**src/design/sm4_pkg.sv**
```systemverilog
`timescale 1ns / 1ps
`default_nettype none
// sm4 shared types, constants, s-box and round-function helpers
package sm4_pkg;

	localparam int WORD_W   = 32;
	localparam int HALF_W   = 64;
	localparam int ROUNDS   = 32;
	localparam int ROUND_W  = $clog2(ROUNDS);
	localparam int CFG_IDX_W = 2;

	typedef logic [WORD_W-1:0]    word_t;
	typedef logic [HALF_W-1:0]    half_t;
	typedef logic [ROUND_W-1:0]   round_t;
	typedef logic [CFG_IDX_W-1:0] cfg_idx_t;

	// register indexes on the configuration port
	localparam cfg_idx_t CFG_KEY_HIGH     = 2'd0;
	localparam cfg_idx_t CFG_KEY_LOW      = 2'd1;
	localparam cfg_idx_t CFG_DECRYPT_MODE = 2'd2;

	localparam half_t KEY_HIGH_RST = 64'h0123_4567_89AB_CDEF;
	localparam half_t KEY_LOW_RST  = 64'hFEDC_BA98_7654_3210;

	// system parameter fk
	localparam word_t FK0 = 32'hA3B1_BAC6;
	localparam word_t FK1 = 32'h56AA_3350;
	localparam word_t FK2 = 32'h677D_9197;
	localparam word_t FK3 = 32'hB270_22DC;

	localparam logic [7:0] SBOX_TAB [0:255] = '{
		8'hD6,8'h90,8'hE9,8'hFE,8'hCC,8'hE1,8'h3D,8'hB7,8'h16,8'hB6,8'h14,8'hC2,8'h28,8'hFB,8'h2C,8'h05,
		8'h2B,8'h67,8'h9A,8'h76,8'h2A,8'hBE,8'h04,8'hC3,8'hAA,8'h44,8'h13,8'h26,8'h49,8'h86,8'h06,8'h99,
		8'h9C,8'h42,8'h50,8'hF4,8'h91,8'hEF,8'h98,8'h7A,8'h33,8'h54,8'h0B,8'h43,8'hED,8'hCF,8'hAC,8'h62,
		8'hE4,8'hB3,8'h1C,8'hA9,8'hC9,8'h08,8'hE8,8'h95,8'h80,8'hDF,8'h94,8'hFA,8'h75,8'h8F,8'h3F,8'hA6,
		8'h47,8'h07,8'hA7,8'hFC,8'hF3,8'h73,8'h17,8'hBA,8'h83,8'h59,8'h3C,8'h19,8'hE6,8'h85,8'h4F,8'hA8,
		8'h68,8'h6B,8'h81,8'hB2,8'h71,8'h64,8'hDA,8'h8B,8'hF8,8'hEB,8'h0F,8'h4B,8'h70,8'h56,8'h9D,8'h35,
		8'h1E,8'h24,8'h0E,8'h5E,8'h63,8'h58,8'hD1,8'hA2,8'h25,8'h22,8'h7C,8'h3B,8'h01,8'h21,8'h78,8'h87,
		8'hD4,8'h00,8'h46,8'h57,8'h9F,8'hD3,8'h27,8'h52,8'h4C,8'h36,8'h02,8'hE7,8'hA0,8'hC4,8'hC8,8'h9E,
		8'hEA,8'hBF,8'h8A,8'hD2,8'h40,8'hC7,8'h38,8'hB5,8'hA3,8'hF7,8'hF2,8'hCE,8'hF9,8'h61,8'h15,8'hA1,
		8'hE0,8'hAE,8'h5D,8'hA4,8'h9B,8'h34,8'h1A,8'h55,8'hAD,8'h93,8'h32,8'h30,8'hF5,8'h8C,8'hB1,8'hE3,
		8'h1D,8'hF6,8'hE2,8'h2E,8'h82,8'h66,8'hCA,8'h60,8'hC0,8'h29,8'h23,8'hAB,8'h0D,8'h53,8'h4E,8'h6F,
		8'hD5,8'hDB,8'h37,8'h45,8'hDE,8'hFD,8'h8E,8'h2F,8'h03,8'hFF,8'h6A,8'h72,8'h6D,8'h6C,8'h5B,8'h51,
		8'h8D,8'h1B,8'hAF,8'h92,8'hBB,8'hDD,8'hBC,8'h7F,8'h11,8'hD9,8'h5C,8'h41,8'h1F,8'h10,8'h5A,8'hD8,
		8'h0A,8'hC1,8'h31,8'h88,8'hA5,8'hCD,8'h7B,8'hBD,8'h2D,8'h74,8'hD0,8'h12,8'hB8,8'hE5,8'hB4,8'hB0,
		8'h89,8'h69,8'h97,8'h4A,8'h0C,8'h96,8'h77,8'h7E,8'h65,8'hB9,8'hF1,8'h09,8'hC5,8'h6E,8'hC6,8'h84,
		8'h18,8'hF0,8'h7D,8'hEC,8'h3A,8'hDC,8'h4D,8'h20,8'h79,8'hEE,8'h5F,8'h3E,8'hD7,8'hCB,8'h39,8'h48
	};

	// byte-wise s-box, four lookups side by side
	function automatic word_t sm4_tau(input word_t a);
		return {SBOX_TAB[a[31:24]], SBOX_TAB[a[23:16]], SBOX_TAB[a[15:8]], SBOX_TAB[a[7:0]]};
	endfunction

	function automatic word_t rotl(input word_t x, input int n);
		return (x << n) | (x >> (WORD_W - n));
	endfunction

	// linear layer of the data rounds
	function automatic word_t sm4_lin(input word_t b);
		return b ^ rotl(b, 2) ^ rotl(b, 10) ^ rotl(b, 18) ^ rotl(b, 24);
	endfunction

	// linear layer of the key schedule
	function automatic word_t sm4_lin_key(input word_t b);
		return b ^ rotl(b, 13) ^ rotl(b, 23);
	endfunction

	// ck[i]: byte j is 7 * (4i + j) mod 256
	function automatic word_t sm4_ck(input round_t i);
		word_t w;
		logic [7:0] base;
		base = {1'b0, i, 2'b00};
		w = '0;
		for (int j = 0; j < 4; j++) begin
			w = {w[23:0], 8'((base + 8'(j)) * 8'd7)};
		end
		return w;
	endfunction

endpackage
`default_nettype wire

```
**src/design/sm4_if.sv**
```systemverilog
`timescale 1ns / 1ps
`default_nettype none
// valid/ready channels for input blocks and result blocks
interface sm4_in_if;
	logic valid;
	logic ready;
	sm4_pkg::half_t block_high;
	sm4_pkg::half_t block_low;

	modport source (output valid, output block_high, output block_low, input ready);
	modport sink   (input valid, input block_high, input block_low, output ready);
endinterface

interface sm4_out_if;
	logic valid;
	logic ready;
	sm4_pkg::half_t result_high;
	sm4_pkg::half_t result_low;

	modport source (output valid, output result_high, output result_low, input ready);
	modport sink   (input valid, input result_high, input result_low, output ready);
endinterface
`default_nettype wire

```
**src/design/sm4_block_cipher_core.sv**
```systemverilog
`timescale 1ns / 1ps
`default_nettype none
// sm4 block cipher core: one shared round unit, stored round keys
//
// SM4 128-bit block cipher with a 128-bit key taken from the configuration
// port (key_high at index 0, key_low at index 1, decrypt_mode bit 0 at
// index 2; other indexes are ignored). Write registers only while the core
// is idle. A single round unit (four s-box lookups plus the linear layer)
// is reused for both the key schedule and the data rounds. The first item
// after reset or after a key write first expands the key into 32 round
// keys, one per cycle, kept in a 32x32 round-key memory; later items skip
// this. Each item goes through a round-key prefetch, 32 rounds and an
// output load, after the key expansion when one is needed. The round
// unit and the single read port of the round-key memory allow one round
// per cycle. The core accepts one item at a time; the output register
// holds a finished result, so a new item may be accepted while it waits
// to be taken. Decrypt mode reads the stored round keys in reverse order;
// changing the mode needs no expansion. Results come out as words X35,
// X34 (result_high) and X33, X32 (result_low).
module sm4_block_cipher_core (
	input  wire                 clk,
	input  wire                 arst_n,
	input  wire                 cfg_we,
	input  sm4_pkg::cfg_idx_t   cfg_index,
	input  sm4_pkg::half_t      cfg_data,
	sm4_in_if.sink              in_ch,
	sm4_out_if.source           out_ch
);
	import sm4_pkg::*;

	localparam logic [2:0] ST_IDLE   = 3'd0;
	localparam logic [2:0] ST_EXPAND = 3'd1;
	localparam logic [2:0] ST_FETCH  = 3'd2;
	localparam logic [2:0] ST_RUN    = 3'd3;
	localparam logic [2:0] ST_OUT    = 3'd4;

	logic [2:0] state_q;
	round_t     round_q;
	logic       keys_ready_q;
	half_t      key_high_q;
	half_t      key_low_q;
	logic       decrypt_q;

	// working words, key words during expansion, data words during rounds
	word_t x0_q, x1_q, x2_q, x3_q;
	half_t blk_high_q, blk_low_q;
	word_t rk_q;
	word_t rk_mem [ROUNDS];

	half_t res_high_q, res_low_q;
	logic  out_valid_q;

	logic   in_fire;
	logic   expanding;
	word_t  unit_in, unit_sub, unit_out;
	round_t rd_round, rd_addr;

	assign in_ch.ready = (state_q == ST_IDLE);
	assign in_fire     = in_ch.valid && in_ch.ready;
	assign expanding   = (state_q == ST_EXPAND);

	// shared round unit
	always_comb begin
		unit_in  = x1_q ^ x2_q ^ x3_q ^ (expanding ? sm4_ck(round_q) : rk_q);
		unit_sub = sm4_tau(unit_in);
		unit_out = x0_q ^ (expanding ? sm4_lin_key(unit_sub) : sm4_lin(unit_sub));
	end

	// prefetch address: round 0 in fetch, the next round while running
	always_comb begin
		rd_round = (state_q == ST_RUN) ? round_q + 1'b1 : '0;
		rd_addr  = decrypt_q ? ~rd_round : rd_round;
	end

	// round-key memory, one write and one registered read per cycle
	always_ff @(posedge clk) begin
		if (expanding) begin
			rk_mem[round_q] <= unit_out;
		end
		rk_q <= rk_mem[rd_addr];
	end

	// configuration registers
	always_ff @(posedge clk or negedge arst_n) begin
		if (!arst_n) begin
			key_high_q <= KEY_HIGH_RST;
			key_low_q  <= KEY_LOW_RST;
			decrypt_q  <= 1'b0;
		end else if (cfg_we) begin
			case (cfg_index)
				CFG_KEY_HIGH:     key_high_q <= cfg_data;
				CFG_KEY_LOW:      key_low_q  <= cfg_data;
				CFG_DECRYPT_MODE: decrypt_q  <= cfg_data[0];
				default: ;
			endcase
		end
	end

	// sequencer
	always_ff @(posedge clk or negedge arst_n) begin
		if (!arst_n) begin
			state_q      <= ST_IDLE;
			round_q      <= '0;
			keys_ready_q <= 1'b0;
		end else begin
			case (state_q)
				ST_IDLE: begin
					round_q <= '0;
					if (in_fire) begin
						state_q <= keys_ready_q ? ST_FETCH : ST_EXPAND;
					end
				end
				ST_EXPAND: begin
					round_q <= round_q + 1'b1;
					if (round_q == round_t'(ROUNDS - 1)) begin
						keys_ready_q <= 1'b1;
						state_q      <= ST_FETCH;
					end
				end
				ST_FETCH: begin
					round_q <= '0;
					state_q <= ST_RUN;
				end
				ST_RUN: begin
					round_q <= round_q + 1'b1;
					if (round_q == round_t'(ROUNDS - 1)) begin
						state_q <= ST_OUT;
					end
				end
				ST_OUT: begin
					if (!out_valid_q || out_ch.ready) begin
						state_q <= ST_IDLE;
					end
				end
				default: state_q <= ST_IDLE;
			endcase
			// a key write forces a fresh expansion before the next item
			if (cfg_we && (cfg_index == CFG_KEY_HIGH || cfg_index == CFG_KEY_LOW)) begin
				keys_ready_q <= 1'b0;
			end
		end
	end

	// working words and held input block
	always_ff @(posedge clk) begin
		if (in_fire) begin
			blk_high_q <= in_ch.block_high;
			blk_low_q  <= in_ch.block_low;
			if (keys_ready_q) begin
				{x0_q, x1_q} <= in_ch.block_high;
				{x2_q, x3_q} <= in_ch.block_low;
			end else begin
				x0_q <= key_high_q[63:32] ^ FK0;
				x1_q <= key_high_q[31:0]  ^ FK1;
				x2_q <= key_low_q[63:32]  ^ FK2;
				x3_q <= key_low_q[31:0]   ^ FK3;
			end
		end else if (expanding && round_q == round_t'(ROUNDS - 1)) begin
			// schedule done, bring in the held block
			{x0_q, x1_q} <= blk_high_q;
			{x2_q, x3_q} <= blk_low_q;
		end else if (expanding || state_q == ST_RUN) begin
			x0_q <= x1_q;
			x1_q <= x2_q;
			x2_q <= x3_q;
			x3_q <= unit_out;
		end
	end

	// output register
	always_ff @(posedge clk or negedge arst_n) begin
		if (!arst_n) begin
			out_valid_q <= 1'b0;
		end else if (state_q == ST_OUT && (!out_valid_q || out_ch.ready)) begin
			out_valid_q <= 1'b1;
		end else if (out_ch.ready) begin
			out_valid_q <= 1'b0;
		end
	end

	always_ff @(posedge clk) begin
		if (state_q == ST_OUT && (!out_valid_q || out_ch.ready)) begin
			res_high_q <= {x3_q, x2_q};
			res_low_q  <= {x1_q, x0_q};
		end
	end

	assign out_ch.valid       = out_valid_q;
	assign out_ch.result_high = res_high_q;
	assign out_ch.result_low  = res_low_q;

endmodule
`default_nettype wire
```
**src/flat_wrapper.sv**
```systemverilog
// flat-port wrapper written by rule: the top's interface ports become plain ports
module sm4_block_cipher_core_flat import sm4_pkg::*;
  (clk, arst_n, cfg_we, cfg_index, cfg_data, in_ch_valid, in_ch_block_high, in_ch_block_low, in_ch_ready, out_ch_valid, out_ch_result_high, out_ch_result_low, out_ch_ready);
  sm4_in_if in_ch_i ();
  sm4_out_if out_ch_i ();
  input  wire clk;
  input  wire arst_n;
  input  wire cfg_we;
  input  sm4_pkg::cfg_idx_t cfg_index;
  input  sm4_pkg::half_t cfg_data;
  input wire logic [$bits(in_ch_i.valid)-1:0] in_ch_valid;
  input wire logic [$bits(in_ch_i.block_high)-1:0] in_ch_block_high;
  input wire logic [$bits(in_ch_i.block_low)-1:0] in_ch_block_low;
  output wire logic [$bits(in_ch_i.ready)-1:0] in_ch_ready;
  output wire logic [$bits(out_ch_i.valid)-1:0] out_ch_valid;
  output wire logic [$bits(out_ch_i.result_high)-1:0] out_ch_result_high;
  output wire logic [$bits(out_ch_i.result_low)-1:0] out_ch_result_low;
  input wire logic [$bits(out_ch_i.ready)-1:0] out_ch_ready;
  assign in_ch_i.valid = in_ch_valid;
  assign in_ch_i.block_high = in_ch_block_high;
  assign in_ch_i.block_low = in_ch_block_low;
  assign in_ch_ready = in_ch_i.ready;
  assign out_ch_valid = out_ch_i.valid;
  assign out_ch_result_high = out_ch_i.result_high;
  assign out_ch_result_low = out_ch_i.result_low;
  assign out_ch_i.ready = out_ch_ready;
  sm4_block_cipher_core u_core (.clk(clk), .arst_n(arst_n), .cfg_we(cfg_we), .cfg_index(cfg_index), .cfg_data(cfg_data), .in_ch(in_ch_i), .out_ch(out_ch_i));
endmodule
```
**config.mk**
```make
export PLATFORM = sky130hd
export DESIGN_NAME = sm4_block_cipher_core_flat
export DESIGN_NICKNAME = d
export VERILOG_FILES = /design/src/design/sm4_pkg.sv /design/src/design/sm4_if.sv /design/src/design/sm4_block_cipher_core.sv /design/src/flat_wrapper.sv
export SDC_FILE = /design/constraint.sdc
export NUM_CORES = 2
export LEC_CHECK = 0
export BUFFER_PORTS_ARGS = -buffer_cell sky130_fd_sc_hd__buf_2
export CAP_MARGIN = 5
export CORE_MARGIN = 1.5
export CORE_UTILIZATION = 50
export CTS_CLUSTER_DIAMETER = 80
export DETAILED_ROUTE_END_ITERATION = 12
export PLACE_DENSITY = 0.67
export SYNTH_ARGS = -nofsm -noshare
export SYNTH_HDL_FRONTEND = slang
export SYNTH_SLANG_ARGS = --single-unit
```
**constraint.sdc**
```tcl
create_clock -name clk -period 13.2 [get_ports clk]
set_clock_uncertainty 0.15 [all_clocks]
set_input_delay 3.3 -clock clk [delete_from_list [all_inputs] [get_ports clk]]
set_output_delay 3.3 -clock clk [all_outputs]
set_load 0.1 [all_outputs]
```
==> reports/metrics.csv <==
stage;metric;value;unit
status;run status;finished, final reports clean;
yosys;ys async rst share;0.08803;
clock_network;hold-fix buffers at CTS;0;
sta;highest clock frequency the design can meet;112.8;MHz
critical_path;element type at the critical path start;flip-flop;
final_layout;Nets;6166;
clock_network;register clock-pin slew on the reported worst setup and hold paths;0.06;ns
routing;routed wire length;278800;um
clock_network;total clock buffers created by CTS;158;
sta;Post-Route Setup TNS;0;ns
final_layout;fraction of final layout cells sized beyond drive strength 1;0.2519;
grt;number of antenna violations at the first check in global routing;40;
critical_path;critical path required time;13.45;ns
routing;Vias;56420;
placed_design;Port Buffers;328;
routing;wire length per cell after detailed routing;34.27;um
yosys;synthesis warning total;0;
floorplan;num rows;145;
yosys;most common cell in the synthesized netlist;sky130_fd_sc_hd__edfxtp_1;
clock_network;root buffer selected by CTS;sky130_fd_sc_hd__clkbuf_16;
run;number of max-capacitance violations reported;0;
floorplan;starting density of the core;0.5050;
yosys;area fraction of the dominant cell type after synthesis;0.5347;
critical_path;Critical Path End Type;flip-flop;
grt;wire length of the first global-routing pass;395600;um
yosys;main flop type after synthesis;sky130_fd_sc_hd__edfxtp_1;
floorplan;die area;160500;um2
placed_design;DP Wirelength;170400;um
yosys;Synthesized Nets;6003;
clock_network;CTS tree;built;
sta;Slew @ Worst Pin;1.291;ns
grt;number of global-route vias before repair;53200;
grt;pin count of the biggest net entering global routing;155;
yosys;cells taking the most area after synthesis;sky130_fd_sc_hd__edfxtp_1, sky130_fd_sc_hd__mux4_2, sky130_fd_sc_hd__nand2_1, sky130_fd_sc_hd__mux2_2, sky130_fd_sc_hd__dfrtp_1;
yosys;most frequent cells after synthesis;sky130_fd_sc_hd__edfxtp_1, sky130_fd_sc_hd__nand2_1, sky130_fd_sc_hd__mux4_2, sky130_fd_sc_hd__nor2_1, sky130_fd_sc_hd__clkbuf_1;
routing;DRC Markers;0;
routing;DR vias/cell;6.934;
yosys;EDFF count, synth;1408;
placed_design;global placer's final weighted congestion;0.9763;
hold_path;min-delay worst type;reg -> reg;
critical_path;worst path cell trace;or3b_4 -> buf_4 -> and3_1 -> nor2_2 -> buf_4 -> inv_2 -> ha_1 -> inv_1 -> nor2_1 -> o21ai_0 -> and3_1 -> o211ai_1 -> nand4_1 -> xor2_1 -> xor2_1 -> xnor2_1 -> o21ai_0 -> xor2_2;
clock_network;number of sinks driven by the clock tree;1579;
critical_path;worst path bufs/invs;4;
clock_network;largest buffer count on any clock path;3;
sta;max-slew headroom at the worst pin;0.1282;
sta;final-report max-slew violation count;0;
critical_path;critical path's top delay family;simple AND/OR/NAND/NOR gates;
sta;post-route fraction of the period consumed by the critical path;0.6714;
clock_network;Skew-Pair Late Insertion Delay;0.82;ns
routing;first-pass iteration count of the detailed router;8;
floorplan;die extent in x;400.7;um
yosys;Synth Cell Area;79070;um2
yosys;Seq cells post-synth;1579;
yosys;most area-hungry cell type in the Yosys netlist;sky130_fd_sc_hd__edfxtp_1;
grt;total global-route track usage;0.3402;
critical_path;largest incremental delay on the critical path;0.99;ns
sta;RSZ-0062 raised after global routing;no;
grt;total congestion overflow after global routing;0;
sta;Final setup violation count;0;
sta;fin crit period;8.862;ns
critical_path;maximum fanout along the worst path;47;
clock_network;H-tree depth;4;
critical_path;cell with the largest stage delay on the worst path;sky130_fd_sc_hd__xor2_2;
sta;count of final hold-check violations;0;
yosys;sequential share of the synthesized area;0.5878;
critical_path;CP arrival;9.11;ns
floorplan;Top Ports;329;
floorplan;vertical extent of the die;400.7;um
routing;Antenna Violating Nets Remaining;0;
final_layout;filler instances;12400;
routing;DRT iter0 DRCs;8477;
yosys;instance count of the mapped netlist;5745;
critical_path;WS Path Type;reg -> reg;
floorplan;core area;156600;um2
final_layout;synthesis-to-finish area growth;12.28;%
clock_network;setup fix buffers added after clock tree synthesis;0;
clock_network;number of gates resized after cts;0;
yosys;Post-Syn Area per Cell;13.76;um2
yosys;synth unique cells;118;
-- final timing paths --
path | cells past startpoint | startpoint | slack [ns] | to
min in group asynchronous | 1 | arst_n | 2.42 | u_core.key_high_q[43]
hold / removal | 0 | u_core.x1_q[11] | 0.35 | u_core.out_ch.result_low[43]
setup / recovery | 18 | u_core.state_q[2] | 4.34 | u_core.rk_mem[16][24]
max in group asynchronous | 2 | arst_n | 9.12 | u_core.key_high_q[18]
hold reg to reg | 0 | u_core.x1_q[11] | 0.35 | u_core.out_ch.result_low[43]
setup reg to reg | 18 | u_core.state_q[2] | 4.34 | u_core.rk_mem[16][24]
-- worst reg2reg max path, delay by kind of cell, from the launching register on --
kind	cells	cell delay [ns]
fa+ha+maj	1	0.50
xor+xnor	4	1.99
simple gates	6	2.28
flops	1	0.76
compound gates	3	1.04
buf+inv	4	1.75
-- cells in the final DEF, fill, tap and decap left out, drive strengths merged, types with 53 or more instances in the layout --
cell	instances
a31oi	155
o21ai	232
and3	56
nor3	93
inv	62
a221oi	62
clkbuf	204
nand3	98
mux2i	85
nand2	520
mux2	169
nor2	344
dfrtp	75
dfstp	64
xnor2	176
nor2b	56
o211ai	82
a211oi	164
mux4	347
edfxtp	1408
clkinv	66
ha	53
a21oi	204
xor2	124
buf	492
-- registers in the layout, indices dropped and copies added (netlist names), 64 cells and up --
signal                     cells
u_core.blk_high_q             64
u_core.blk_low_q              64
u_core.key_high_q             64
u_core.key_low_q              64
u_core.out_ch.result_high     64
u_core.out_ch.result_low      64
u_core.rk_mem               1024
-- final cells by class --
cell class                      instances  area (um2)  share of cell area
Clock inverter                         93        1061             0.01195
Inverter                               53       203.9            0.002297
Multi-Input combinational cell       3624       31120              0.3505
Timing Repair Buffer                  492        2978             0.03354
Tap cell                             2058        2575             0.02900
Clock buffer                          204        4278             0.04818
Sequential cell                      1579       46480              0.5235
Antenna cell                           33       82.58           0.0009301
-- metrics by stage --
| stage | hold slack, ns | worst slack (ns) | cells | util | instance area (um2) |
|---|---|---|---|---|---|
| floorplan | 0.2952 | 4.750 | 5745 | - | 79070 |
| global placement | 0.3320 | 4.746 | 7799 | 0.5316 | 83230 |
| detailed placement | 0.3320 | 4.611 | 7801 | 0.5318 | 83270 |
| CTS | 0.3510 | 4.585 | 8098 | 0.5659 | 88610 |
| global route | 0.3585 | 3.985 | 8130 | 0.5670 | 88770 |
| finish | 0.3474 | 4.338 | 8136 | 0.5671 | 88790 |
-- logic make-up (layout without fill, tap and decap cells) --
kind of cell	count (synthesis)	in the layout	synth area share
AND/OR/NAND/NOR	1294	1294	0.07391
XOR/XNOR	317	317	0.04136
flip-flops	1579	1579	0.5878
buffers and inverters	542	842	0.02989
other	0	33	0
adder cells (fa/ha/maj)	60	60	0.01003
AO/OA/AOI/OAI	1352	1352	0.1226
multiplexers	601	601	0.1344
-- routing by layer --
metal	track usage	vias to the layer above	share of wire
li1	-	23140	-
met1	0.4741	28830	0.39
met2	0.5324	3755	0.47
met3	0.05683	680	0.094
met4	0.1428	12	0.048
met5	0	-	0.00029
Power is not shown: default switching activity piles up to over one toggle a cycle in this logic, so the estimate is an artifact.
